[config.mk]
export PLATFORM = sky130hd
export DESIGN_NAME = pinned_lru_slot_cache
export DESIGN_NICKNAME = d
export VERILOG_FILES = /design/src/hw/rtl/plsc_pkg.sv /design/src/hw/rtl/plsc_ctrl.sv /design/src/hw/rtl/plsc_dp.sv /design/src/hw/rtl/pinned_lru_slot_cache.sv
export SDC_FILE = /design/constraint.sdc
export NUM_CORES = 2
export LEC_CHECK = 0
export BUFFER_PORTS_ARGS = -buffer_cell sky130_fd_sc_hd__buf_2
export CAP_MARGIN = 20
export CORE_MARGIN = 2
export CORE_UTILIZATION = 45
export CTS_CLUSTER_DIAMETER = 200
export DETAILED_ROUTE_END_ITERATION = 10
export PLACE_DENSITY = 0.61
export SLEW_MARGIN = 20
export SYNTH_ARGS = -nofsm -noshare
export SYNTH_HDL_FRONTEND = slang
export SYNTH_SLANG_ARGS = --single-unit
[constraint.sdc]
create_clock -name clk_i -period 6.2 [get_ports clk_i]
set_clock_uncertainty 0.1 [all_clocks]
set_input_delay 0.62 -clock clk_i [delete_from_list [all_inputs] [get_ports clk_i]]
set_output_delay 0.62 -clock clk_i [all_outputs]
set_load 0.02 [all_outputs]
[src/hw/rtl/plsc_pkg.sv]
// Package: constants, codes and controller/datapath interface types of the slot cache.
`timescale 1ns / 1ps
package plsc_pkg;

  localparam int unsigned NumSlots   = 32;
  localparam int unsigned SlotW      = 5;
  localparam int unsigned CntW       = 6;
  localparam int unsigned IdW        = 8;
  localparam int unsigned LimW       = 9;
  localparam int unsigned StampW     = 31;
  localparam int unsigned PhaseW     = 4;
  localparam int unsigned StatW      = 32;
  localparam int unsigned MaxExperts = 256;

  localparam logic [1:0] OpAccess   = 2'd0;
  localparam logic [1:0] OpPrefetch = 2'd1;
  localparam logic [1:0] OpRelease  = 2'd2;
  localparam logic [1:0] OpPin      = 2'd3;

  localparam logic [2:0] StHit     = 3'd0;
  localparam logic [2:0] StMiss    = 3'd1;
  localparam logic [2:0] StNoSlot  = 3'd2;
  localparam logic [2:0] StSkipped = 3'd3;
  localparam logic [2:0] StRelease = 3'd4;
  localparam logic [2:0] StRefused = 3'd5;

  localparam logic RegSlotsInUse = 1'b0;
  localparam logic RegExperts    = 1'b1;

  localparam logic [PhaseW-1:0] PhaseShared = 4'hF;

  typedef struct packed {
    logic load;
    logic scan;
    logic update;
  } plsc_cmd_t;

  typedef struct packed {
    logic scan_last;
  } plsc_sts_t;

endpackage

[src/hw/rtl/plsc_ctrl.sv]
// Controller: sequences load, slot scan and update for one transaction.
`timescale 1ns / 1ps
module plsc_ctrl (
  input  logic               clk_i,
  input  logic               rst_ni,
  input  logic               start_i,
  input  plsc_pkg::plsc_sts_t sts_i,
  output plsc_pkg::plsc_cmd_t cmd_o,
  output logic               busy_o
);
  import plsc_pkg::*;

  localparam logic [1:0] SIdle   = 2'd0;
  localparam logic [1:0] SScan   = 2'd1;
  localparam logic [1:0] SUpdate = 2'd2;

  logic [1:0] state_q, state_d;

  always_comb begin
    state_d = state_q;
    cmd_o   = '0;
    unique case (state_q)
      SIdle: begin
        if (start_i) begin
          cmd_o.load = 1'b1;
          state_d    = SScan;
        end
      end
      SScan: begin
        cmd_o.scan = 1'b1;
        if (sts_i.scan_last) state_d = SUpdate;
      end
      SUpdate: begin
        cmd_o.update = 1'b1;
        state_d      = SIdle;
      end
      default: state_d = SIdle;
    endcase
  end

  assign busy_o = (state_q != SIdle);

  always_ff @(posedge clk_i or negedge rst_ni) begin
    if (!rst_ni) state_q <= SIdle;
    else         state_q <= state_d;
  end
endmodule

[src/hw/rtl/plsc_dp.sv]
// Datapath: slot store, scan accumulators, update logic, counters and result registers.
`timescale 1ns / 1ps
module plsc_dp (
  input  logic                         clk_i,
  input  logic                         rst_ni,
  input  plsc_pkg::plsc_cmd_t          cmd_i,
  output plsc_pkg::plsc_sts_t          sts_o,
  input  logic                         cfg_we_i,
  input  logic                         cfg_idx_i,
  input  logic [plsc_pkg::LimW-1:0]    cfg_wdata_i,
  input  logic [1:0]                   operation_i,
  input  logic [plsc_pkg::IdW-1:0]     req_id_i,
  input  logic [plsc_pkg::SlotW-1:0]   slot_index_i,
  input  logic [plsc_pkg::PhaseW-1:0]  phase_code_i,
  input  logic                         last_in_batch_i,
  output logic                         done_o,
  output logic [2:0]                   status_o,
  output logic [plsc_pkg::SlotW-1:0]   slot_o,
  output logic                         fill_needed_o,
  output logic                         evicted_o,
  output logic [plsc_pkg::IdW-1:0]     evicted_expert_o,
  output logic [plsc_pkg::CntW-1:0]    slots_filled_o,
  output logic [plsc_pkg::StatW-1:0]   access_cnt_o,
  output logic [plsc_pkg::StatW-1:0]   hit_cnt_o,
  output logic [plsc_pkg::StatW-1:0]   miss_cnt_o,
  output logic [plsc_pkg::StatW-1:0]   evict_cnt_o
);
  import plsc_pkg::*;

  // configuration
  logic [CntW-1:0] slots_cfg_q;
  logic [LimW-1:0] experts_cfg_q;

  // slot store
  logic              valid_q  [NumSlots];
  logic              locked_q [NumSlots];
  logic [IdW-1:0]    tag_q    [NumSlots];
  logic [StampW-1:0] stamp_q  [NumSlots];
  logic [PhaseW-1:0] phase_q  [NumSlots];

  logic [StampW-1:0] use_clock_q;
  logic [CntW-1:0]   pin_next_q;
  logic              batch_stop_q;
  logic [StatW-1:0]  req_q, hit_q, miss_q, evc_q;

  // latched transaction
  logic [1:0]        op_q;
  logic [IdW-1:0]    id_q;
  logic [SlotW-1:0]  si_q;
  logic [PhaseW-1:0] ph_q;
  logic              last_q;
  logic [CntW-1:0]   n_q;
  logic              in_range_q;

  // scan accumulators
  logic [SlotW-1:0]  idx_q;
  logic [CntW-1:0]   occ_q;
  logic              hit_fnd_q, vic_fnd_q, vic_free_q, dup_q;
  logic              si_seen_q, si_lock_q, si_valid_q, pin_valid_q;
  logic [SlotW-1:0]  hit_idx_q, vic_idx_q;
  logic [StampW-1:0] vic_stamp_q;
  logic [IdW-1:0]    vic_tag_q;

  logic [CntW-1:0]   n_d;
  logic [LimW-1:0]   lim_d;
  logic              cur_v, cur_l, tag_eq, take_vic;
  logic [StampW-1:0] new_stamp;

  always_comb begin
    if (slots_cfg_q == '0)                          n_d = CntW'(1);
    else if (slots_cfg_q > CntW'(NumSlots))         n_d = CntW'(NumSlots);
    else                                            n_d = slots_cfg_q;
    if (experts_cfg_q > LimW'(MaxExperts))          lim_d = LimW'(MaxExperts);
    else                                            lim_d = experts_cfg_q;
  end

  assign cur_v    = valid_q[idx_q];
  assign cur_l    = locked_q[idx_q];
  assign tag_eq   = (tag_q[idx_q] == id_q);
  assign take_vic = !cur_l && !vic_free_q &&
                    (!cur_v || !vic_fnd_q || (stamp_q[idx_q] < vic_stamp_q));
  assign new_stamp = use_clock_q + StampW'(1);
  assign sts_o.scan_last = ({1'b0, idx_q} == (n_q - CntW'(1)));

  // update decisions
  logic do_hit, do_alloc, do_evict, do_release, do_pin;
  logic [2:0]       st_d;
  logic [SlotW-1:0] slot_d;
  logic [CntW-1:0]  occ_d;
  logic             stop_d;

  always_comb begin
    do_hit = 1'b0; do_alloc = 1'b0; do_evict = 1'b0;
    do_release = 1'b0; do_pin = 1'b0;
    st_d = StSkipped; slot_d = '0; occ_d = occ_q;
    stop_d = batch_stop_q;
    case (op_q)
      OpAccess: begin
        stop_d = 1'b0;
        if (hit_fnd_q) begin
          do_hit = 1'b1; st_d = StHit; slot_d = hit_idx_q;
        end else if (vic_fnd_q) begin
          do_alloc = 1'b1; st_d = StMiss; slot_d = vic_idx_q;
        end else begin
          st_d = StNoSlot;
        end
      end
      OpPrefetch: begin
        if (!batch_stop_q && in_range_q && !hit_fnd_q) begin
          if (vic_fnd_q) begin
            do_alloc = 1'b1; st_d = StMiss; slot_d = vic_idx_q;
          end else begin
            st_d = StNoSlot; stop_d = 1'b1;
          end
        end
        if (last_q) stop_d = 1'b0;
      end
      OpRelease: begin
        stop_d = 1'b0;
        if (!si_seen_q || si_lock_q) begin
          st_d = StRefused;
        end else begin
          do_release = 1'b1; st_d = StRelease; slot_d = si_q;
          if (si_valid_q) occ_d = occ_q - CntW'(1);
        end
      end
      default: begin
        stop_d = 1'b0;
        if (!in_range_q || dup_q) begin
          st_d = StSkipped;
        end else if (pin_next_q >= n_q) begin
          st_d = StNoSlot;
        end else begin
          do_pin = 1'b1; st_d = StMiss; slot_d = pin_next_q[SlotW-1:0];
          if (!pin_valid_q) occ_d = occ_q + CntW'(1);
        end
      end
    endcase
    if (do_alloc) begin
      do_evict = !vic_free_q;
      if (vic_free_q) occ_d = occ_q + CntW'(1);
    end
  end

  // control registers
  always_ff @(posedge clk_i or negedge rst_ni) begin
    if (!rst_ni) begin
      slots_cfg_q   <= CntW'(NumSlots);
      experts_cfg_q <= LimW'(MaxExperts);
      use_clock_q   <= '0;
      pin_next_q    <= '0;
      batch_stop_q  <= 1'b0;
      req_q <= '0; hit_q <= '0; miss_q <= '0; evc_q <= '0;
      done_o        <= 1'b0;
      for (int i = 0; i < NumSlots; i++) begin
        valid_q[i]  <= 1'b0;
        locked_q[i] <= 1'b0;
        tag_q[i]    <= '0;
        stamp_q[i]  <= '0;
        phase_q[i]  <= '0;
      end
    end else begin
      done_o <= cmd_i.update;
      if (cfg_we_i) begin
        if (cfg_idx_i == RegSlotsInUse) slots_cfg_q   <= cfg_wdata_i[CntW-1:0];
        else                            experts_cfg_q <= cfg_wdata_i;
      end
      if (cmd_i.update) begin
        batch_stop_q <= stop_d;
        if (op_q == OpAccess) begin
          req_q <= req_q + StatW'(1);
          if (hit_fnd_q) hit_q  <= hit_q + StatW'(1);
          else           miss_q <= miss_q + StatW'(1);
        end
        if (do_evict) evc_q <= evc_q + StatW'(1);
        if (do_hit || do_alloc || do_pin) use_clock_q <= new_stamp;
        if (do_hit) stamp_q[hit_idx_q] <= new_stamp;
        if (do_alloc) begin
          valid_q[vic_idx_q] <= 1'b1;
          tag_q[vic_idx_q]   <= id_q;
          stamp_q[vic_idx_q] <= new_stamp;
          phase_q[vic_idx_q] <= ph_q;
        end
        if (do_release) begin
          valid_q[si_q] <= 1'b0;
          tag_q[si_q]   <= '0;
          stamp_q[si_q] <= '0;
          phase_q[si_q] <= '0;
        end
        if (do_pin) begin
          valid_q[pin_next_q[SlotW-1:0]]  <= 1'b1;
          locked_q[pin_next_q[SlotW-1:0]] <= 1'b1;
          tag_q[pin_next_q[SlotW-1:0]]    <= id_q;
          stamp_q[pin_next_q[SlotW-1:0]]  <= new_stamp;
          phase_q[pin_next_q[SlotW-1:0]]  <= PhaseShared;
          pin_next_q <= pin_next_q + CntW'(1);
        end
      end
    end
  end

  // transaction latch, scan accumulators and result registers
  always_ff @(posedge clk_i) begin
    if (cmd_i.load) begin
      op_q <= operation_i; id_q <= req_id_i; si_q <= slot_index_i;
      ph_q <= phase_code_i; last_q <= last_in_batch_i;
      n_q <= n_d;
      in_range_q <= ({1'b0, req_id_i} < lim_d);
      idx_q <= '0; occ_q <= '0;
      hit_fnd_q <= 1'b0; vic_fnd_q <= 1'b0; vic_free_q <= 1'b0; dup_q <= 1'b0;
      si_seen_q <= 1'b0; si_lock_q <= 1'b0; si_valid_q <= 1'b0; pin_valid_q <= 1'b0;
      hit_idx_q <= '0; vic_idx_q <= '0; vic_stamp_q <= '0; vic_tag_q <= '0;
    end
    if (cmd_i.scan) begin
      idx_q <= idx_q + SlotW'(1);
      if (cur_v) occ_q <= occ_q + CntW'(1);
      if (cur_v && tag_eq && !hit_fnd_q) begin
        hit_fnd_q <= 1'b1; hit_idx_q <= idx_q;
      end
      if (take_vic) begin
        vic_fnd_q <= 1'b1; vic_idx_q <= idx_q;
        vic_free_q  <= !cur_v;
        vic_stamp_q <= stamp_q[idx_q];
        vic_tag_q   <= tag_q[idx_q];
      end
      if (cur_l && cur_v && tag_eq && ({1'b0, idx_q} < pin_next_q)) dup_q <= 1'b1;
      if (idx_q == si_q) begin
        si_seen_q <= 1'b1; si_lock_q <= cur_l; si_valid_q <= cur_v;
      end
      if ({1'b0, idx_q} == pin_next_q) pin_valid_q <= cur_v;
    end
    if (cmd_i.update) begin
      status_o         <= st_d;
      slot_o           <= slot_d;
      fill_needed_o    <= do_alloc || do_pin;
      evicted_o        <= do_evict;
      evicted_expert_o <= do_evict ? vic_tag_q : '0;
      slots_filled_o   <= occ_d;
      access_cnt_o     <= (op_q == OpAccess) ? req_q + StatW'(1) : req_q;
      hit_cnt_o        <= (op_q == OpAccess && hit_fnd_q) ? hit_q + StatW'(1) : hit_q;
      miss_cnt_o       <= (op_q == OpAccess && !hit_fnd_q) ? miss_q + StatW'(1) : miss_q;
      evict_cnt_o      <= do_evict ? evc_q + StatW'(1) : evc_q;
    end
  end
endmodule

[src/hw/rtl/pinned_lru_slot_cache.sv]
// Top level of the pinned LRU slot cache: controller plus datapath.
//
// Usage:
//  - Command channel: a transaction is taken at a rising edge with start_i high
//    and busy_o low. Fields: operation (access, prefetch, release, pin),
//    req_id, slot_index, phase_code, last_in_batch.
//  - Result channel: done_o pulses for one cycle with status, slot, fill and
//    eviction info, occupancy and the four wrapping statistic counters.
//    The receiver cannot stall; results must be captured on the strobe.
//  - Config port: cfg_we_i writes cfg_wdata_i into register cfg_idx_i
//    (0 slots in use, 1 experts per layer); only while busy_o is low.
//  - Sequence: n = effective slots in use (1..32). A load, a scan of the n
//    slots (one slot compared per cycle for hit, victim, occupancy and
//    pin duplicate), an update, then the result strobe in the next cycle.
//    A new command may be issued in the strobe cycle; none is taken while
//    busy_o is high.
//  - Reset: all slots empty and unpinned, counters and use clock zero,
//    registers back to 32 slots and 256 experts. No clearing pass needed.
`timescale 1ns / 1ps
module pinned_lru_slot_cache (
  input  logic                         clk_i,
  input  logic                         rst_ni,
  input  logic                         start_i,
  output logic                         busy_o,
  input  logic                         cfg_we_i,
  input  logic                         cfg_idx_i,
  input  logic [plsc_pkg::LimW-1:0]    cfg_wdata_i,
  input  logic [1:0]                   operation_i,
  input  logic [plsc_pkg::IdW-1:0]     req_id_i,
  input  logic [plsc_pkg::SlotW-1:0]   slot_index_i,
  input  logic [plsc_pkg::PhaseW-1:0]  phase_code_i,
  input  logic                         last_in_batch_i,
  output logic                         done_o,
  output logic [2:0]                   status_o,
  output logic [plsc_pkg::SlotW-1:0]   slot_o,
  output logic                         fill_needed_o,
  output logic                         evicted_o,
  output logic [plsc_pkg::IdW-1:0]     evicted_expert_o,
  output logic [plsc_pkg::CntW-1:0]    slots_filled_o,
  output logic [plsc_pkg::StatW-1:0]   access_cnt_o,
  output logic [plsc_pkg::StatW-1:0]   hit_cnt_o,
  output logic [plsc_pkg::StatW-1:0]   miss_cnt_o,
  output logic [plsc_pkg::StatW-1:0]   evict_cnt_o
);
  import plsc_pkg::*;

  plsc_cmd_t cmd;
  plsc_sts_t sts;

  // sequencing: idle -> scan -> update
  plsc_ctrl u_ctrl (
    .clk_i   (clk_i),
    .rst_ni  (rst_ni),
    .start_i (start_i),
    .sts_i   (sts),
    .cmd_o   (cmd),
    .busy_o  (busy_o)
  );

  // slot store, scan logic and result registers
  plsc_dp u_dp (
    .clk_i            (clk_i),
    .rst_ni           (rst_ni),
    .cmd_i            (cmd),
    .sts_o            (sts),
    .cfg_we_i         (cfg_we_i),
    .cfg_idx_i        (cfg_idx_i),
    .cfg_wdata_i      (cfg_wdata_i),
    .operation_i      (operation_i),
    .req_id_i         (req_id_i),
    .slot_index_i     (slot_index_i),
    .phase_code_i     (phase_code_i),
    .last_in_batch_i  (last_in_batch_i),
    .done_o           (done_o),
    .status_o         (status_o),
    .slot_o           (slot_o),
    .fill_needed_o    (fill_needed_o),
    .evicted_o        (evicted_o),
    .evicted_expert_o (evicted_expert_o),
    .slots_filled_o   (slots_filled_o),
    .access_cnt_o     (access_cnt_o),
    .hit_cnt_o        (hit_cnt_o),
    .miss_cnt_o       (miss_cnt_o),
    .evict_cnt_o      (evict_cnt_o)
  );
endmodule

After elaboration in Yosys (flattened, before gate mapping)
Cells that the tools add are included.
Storage, ports and cells
  flip-flop bits (word level): 1739
  output and inout port bits: 154
  word-level logic and storage cells: 415
Cells by class
  add/sub/neg operators: 10
  order comparisons: 15
  equality and inequality tests: 12
  mux-type cells: 146
  bitwise gates (word level): 16
  reduce and logical (&&, ||, !) cells: 46
Operator list (number)
  2-to-1 mux 992 bit: 7
  bitwise mux 992 bit: 3
  2-to-1 mux 256 bit: 5
  bitwise AND 992 bit: 1
  inverter 992 bit: 1
  demux 31 bit (select 5 bit): 4
  bitwise mux 256 bit: 2
  2-to-1 mux 32 bit: 9
  2-to-1 mux 31 bit: 9
  bitwise AND 256 bit: 1
  inverter 256 bit: 1
  binary-select mux 31 bit (select 5 bit): 1
  adder 32 x 1 -> 32 bit (second input constant): 4
  demux 8 bit (select 5 bit): 3
  OR 32 bit: 3
  2-to-1 mux 5 bit: 14
  2-to-1 mux 6 bit: 11
  2-to-1 mux 8 bit: 8
  2-to-1 mux 1 bit: 51
  binary-select mux 8 bit (select 5 bit): 1
  bitwise AND 32 bit: 1
  inverter 32 bit: 1
  adder 31 x 1 -> 31 bit (second input constant): 1
  < comparator 31 bit: 1
  40 further kinds: 102

Longest topological paths before layout
  depth after elaboration: 16
  mapped depth: 23
  gate-level depth less buffers: 14

Cells and area by module
From an unflattened synthesis, not the netlist that was laid out.
Unflattened totals
  cell total of the unflattened synthesis: 6309
  area total of the unflattened synthesis: 78328.9 sq um
Modules (own cells, without submodules)
  plsc_dp: instances 1, cells an instance 6298, area an instance 78212.5 sq um
  plsc_ctrl: instances 1, cells an instance 11, area an instance 116.4 sq um

Worst setup path before layout
No wires, ideal clock.
  path type: register to register
  start point: reg u_ctrl.state_q[0]
  end point: reg u_dp.done_o
  arrival: 5.850 ns
  data required time: 5.502 ns
  setup slack: -0.348 ns
  cell stages (with the launch flop): 8
  path buffers: 5
  period minus slack after synthesis: 6.548 ns
  cell sequence: dfrtp_1 nand2b_1 clkbuf_1 inv_1 clkbuf_1 clkbuf_1 clkbuf_1 buf_1
RTL lines
  start: declaration: line plsc_ctrl.sv:17  | logic [1:0] state_q, state_d;
  start signal: assignment: line plsc_ctrl.sv:44  | if (!rst_ni) state_q <= SIdle;
  start signal: assignment: line plsc_ctrl.sv:45  | else state_q <= state_d;
  end signal: assignment: line plsc_dp.sv:163  | done_o <= cmd_i.update;
  end: declaration: line plsc_dp.sv:16  | output logic done_o,

Worst setup path after layout
  start point: reg u_dp.idx_q[0]
  end point: reg u_dp.vic_stamp_q[1]
Between the ends
  longest elaborated chain between the ends: 10
  elaborated cells on any way between the ends: 19
  those cells by class: 1 x order compare; 11 x mux; 1 x bitwise; 6 x reduce/logical
Ends and longest elaborated chain
  start: declaration: line plsc_dp.sv:56  | logic [SlotW-1:0] idx_q;
  start signal: assignment: line plsc_dp.sv:215  | idx_q <= idx_q + SlotW'(1);
  inverter 5 -> 6 bit (not written as such) *
  parallel branches: the longest is 7 deep, another holds < comparator 31 bit
  2-to-1 mux 31 bit *: line plsc_dp.sv:220  | if (take_vic) begin
  2-to-1 mux 31 bit *: line plsc_dp.sv:214  | if (cmd_i.scan) begin
  end signal: assignment: line plsc_dp.sv:223  | vic_stamp_q <= stamp_q[idx_q];
  end: declaration: line plsc_dp.sv:61  | logic [StampW-1:0] vic_stamp_q;
Every way passes the cells marked *. The select of a mux whose other input is x is not followed.
A chain may end at the register's enable or synchronous reset.

==> results.py <==
metrics = {
    "run_status": {
        "outcome": "finished, final reports clean",
    },
    "yosys": {
        "synth_area_per_cell_um2": 13.1,
        "synth_largest_area_cell": "sky130_fd_sc_hd__dfrtp_1",
        "synth.yosys.seq_area_share_pct": 56.6,
        "syn_inst": 5940,
        "most_used_flip_flop_cell_after_synthesis": "sky130_fd_sc_hd__dfrtp_1",
        "synth_edf_count": 180,
        "synth_top_area_share_pct": 48.0,
        "synth_top_cells_by_area": "sky130_fd_sc_hd__dfrtp_1, sky130_fd_sc_hd__o2bb2ai_1, sky130_fd_sc_hd__mux4_2",
        "synthesis.nets": 6035,
        "yosysWarningCount": 0,
        "mappedNetlistArea_um2": 77900,
        "ys_ff_latch": 1739,
        "synth.lib_cells_used.distinct": 75,
        "postSynth.asyncResetShare_pct": 86.0,
    },
    "floorplanning": {
        "die_w_um": 420,
        "number_of_i_o_pins": 188,
        "fp.dieArea_um2": 177000,
        "core-area_um2": 172000,
        "initial_core_util_pct": 45.3,
        "floorplan.die.height_um": 420,
        "total_number_of_placement_rows": 152,
    },
    "cells_and_area": {
        "area_growth_syn_to_layout_pct": 14.1,
        "largest_reg_flops": 992,
        "num_antenna_cells": 0,
        "finalCoreUtilization_pct": 51.7,
        "top_regs": "u_dp.stamp_q x992, u_dp.tag_q x256",
        "nNetsFinal": 6078,
        "layout-drive-gt1-share_pct": 19.7,
        "largest-register": "u_dp.stamp_q",
    },
    "timing": {
        "layout_min_cycle_time_ps": 5610,
        "worst_pin_slew_ps": 1190,
        "achievable-frequency_mhz": 178,
        "fin_tns_setup_ps": 0,
        "slew-limit-headroom_pct": 19.9,
        "rsz_0062_raised_after_global_routing": "false",
        "setup_viol": 0,
        "portion_of_the_clock_cycle_consumed_by_the_worst_path_in_the_final_layout_pct": 90.5,
        "fin_worst_hold_slack_ps": 216,
        "slew_viol_final": 0,
        "hold_violations": 0,
    },
    "detailed_routing": {
        "number_of_routed_nets_with_antenna_violations": 0,
        "via_per_inst": 6.44,
        "drtIter0Drc": 6194,
        "detail_route.drc_violations": 0,
        "detail_route.wl_per_cell_um": 28.7,
        "vias": 54400,
        "firstDrtPassIters": 6,
        "route.final.wire_length_mm": 243,
    },
    "min_path": {
        "start_point_of_the_worst_min_delay_path": "cfg_idx_i",
        "min_path_type": "input port to flop",
    },
    "placement": {
        "io_buffers": 183,
        "detailedPlacementHpwl_mm": 140,
        "routability_driven_placement_congestion_ratio": 0.893,
    },
    "cts": {
        "clock_tree_from_tritoncts": "yes",
        "clk_pin_slew_ps": 60,
        "post_cts_resize_count": 0,
        "post-cts-setup-buffers": 0,
        "h-tree-depth": 4,
        "clkSinkCount": 1739,
        "clock_tree.root_cell": "sky130_fd_sc_hd__clkbuf_16",
        "clkLatencyLatePin_ps": 860,
        "cts.path.max_buffers": 3,
        "number_of_buffers_added_by_the_clock_tree_synthesis_step": 185,
        "holdBufCountCts": 26,
    },
    "setup_path": {
        "worstPathMaxFanout": 30,
        "cp-end-kind": "flop",
        "critPathLaunch": "u_dp.idx_q[0]",
        "timing.setup.critical_path_class": "flop to flop",
        "data_arrival_time_at_the_worst_slack_endpoint_ps": 6240,
        "worst_r2r_startpoint": "u_dp.idx_q[0]",
        "worst-endpoint-required_ps": 6820,
        "worst_setup_path_start_kind": "flop",
    },
    "global_routing": {
        "maximum_number_of_pins_on_one_net_before_global_route_repair": 193,
        "global_route.usage.total_pct": 27.5,
        "first_global_vias": 54900,
        "grt_first_pass_wirelength_mm": 365,
        "grt_antenna_before_repair": 1,
        "grt.overflow.total": 0,
    },
    "power_and_ir_drop": {
        "leakage_power_uw": 0.0372,
        "vdd_drop_max_uv": 321,
        "powerDensity_nw_per_um2": 322,
        "post-layout-total-power_uw": 28700,
    },
    "flow_run": {
        "cap_viol_max_count": 0,
    },
}
cell usage in the layout, fill, tap and decap left out, drive strengths merged, types with 28 or more instances in the layout:
cell        n
dfrtp    1494
o2bb2ai   930
nand2     404
buf       392
mux4      359
clkbuf    281
a22o      257
nor2      244
xnor2     182
edfxtp    180
o21ai     170
xor2      138
nand3     107
mux2i      81
inv        70
dfxtp      63
ha         61
a21o       59
mux2       54
a21oi      49
nand4      49
clkinv     45
and3       40
o22ai      36
nor3       34
and2       32
o31ai      28
final cells by class:
class                      instances  area (um2)
inverter                          64         253
sequential                      1739       44100
timing repair buffer             418        3100
clock buffer                     281        5560
tap                             2310        2890
clock inverter                    64         724
fill                           14600       83000
multi-input combinational       3575       32300
Yosys cell counts, drive strengths merged (12+ instances only):
library cell     n
o21ai          170
buf             78
clkbuf         484
mux2i           81
o21bai          21
nand4           49
ha              61
nor2           244
o2bb2ai        930
and3            40
and2            32
dfrtp         1494
nand2          404
xnor2          182
nor2b           25
a21o            59
nor4            13
nand3          107
nand3b          12
dfxtp           63
xor2           138
a31o            14
nand2b          18
mux2            54
a21oi           49
o22a            15
a22o           257
or3             16
a31oi           13
a2bb2oi         13
mux4           359
inv             62
edfxtp         180
nor3            34
o22ai           36
o31ai           28
or2             12
power breakdown:
part	total, uW	switching (uW)	internal [uW]	leakage, uW
registers	12000	271	11700	0.0228
clock network	11400	4770	6630	0.00310
logic	5270	3370	1890	0.0113
metal layers:
layer,GRT usage (%),up-vias,share of wire [%]
met2,41.7,2644,45
met3,6.22,467,8.8
met1,39.2,28700,42
met4,9.35,0,3.4
li1,-,22700,-
met5,0,-,0
worst max-delay path: stages (launching register included):
cell and delay, ps:
sky130_fd_sc_hd__edfxtp_1 800, sky130_fd_sc_hd__buf_8 250, sky130_fd_sc_hd__buf_12 210, sky130_fd_sc_hd__buf_12 190
sky130_fd_sc_hd__mux4_2 510, sky130_fd_sc_hd__mux4_2 550, sky130_fd_sc_hd__nand2_1 110, sky130_fd_sc_hd__nand2_1 150
sky130_fd_sc_hd__ha_1 340, sky130_fd_sc_hd__a21o_1 170, sky130_fd_sc_hd__a21oi_1 160, sky130_fd_sc_hd__o21ai_0 120
sky130_fd_sc_hd__a21oi_1 250, sky130_fd_sc_hd__o21ai_1 200, sky130_fd_sc_hd__and4b_1 260, sky130_fd_sc_hd__nor4_4 220
sky130_fd_sc_hd__buf_4 440, sky130_fd_sc_hd__mux2_2 380
cell families after synthesis:
kind of cell	synth area share, %
xor gates and xnor gates	3.60
AOI/OAI and AO/OA	17.3
DFF	56.6
buffers and inverters	3.17
and+or+nand+nor	6.15
muxes	12.2
adders and majority gates	0.979
through the flow:
stage               area, um2  setup slack [ps]  std cells
CTS                     88900               660       8449
global placement        82300               498       8077
global route            89000               442       8451
floorplan               77900              45.0       5940
finish                  89000               587       8451
detailed placement      82400               732       8078
path summary, 6_finish.rpt:
check,endpoint,slack (ps),cells after the start
setup / recovery,u_dp.vic_stamp_q[1],590,17
hold / removal,u_dp.slots_cfg_q[5],220,3
setup reg to reg,u_dp.vic_stamp_q[1],590,17
hold reg to reg,u_dp.si_seen_q,340,2
max in group asynchronous,u_dp.stamp_q[13],4090,3
min in group asynchronous,u_dp.req_q[31],300,2
Power figures use the tool's default switching activity.
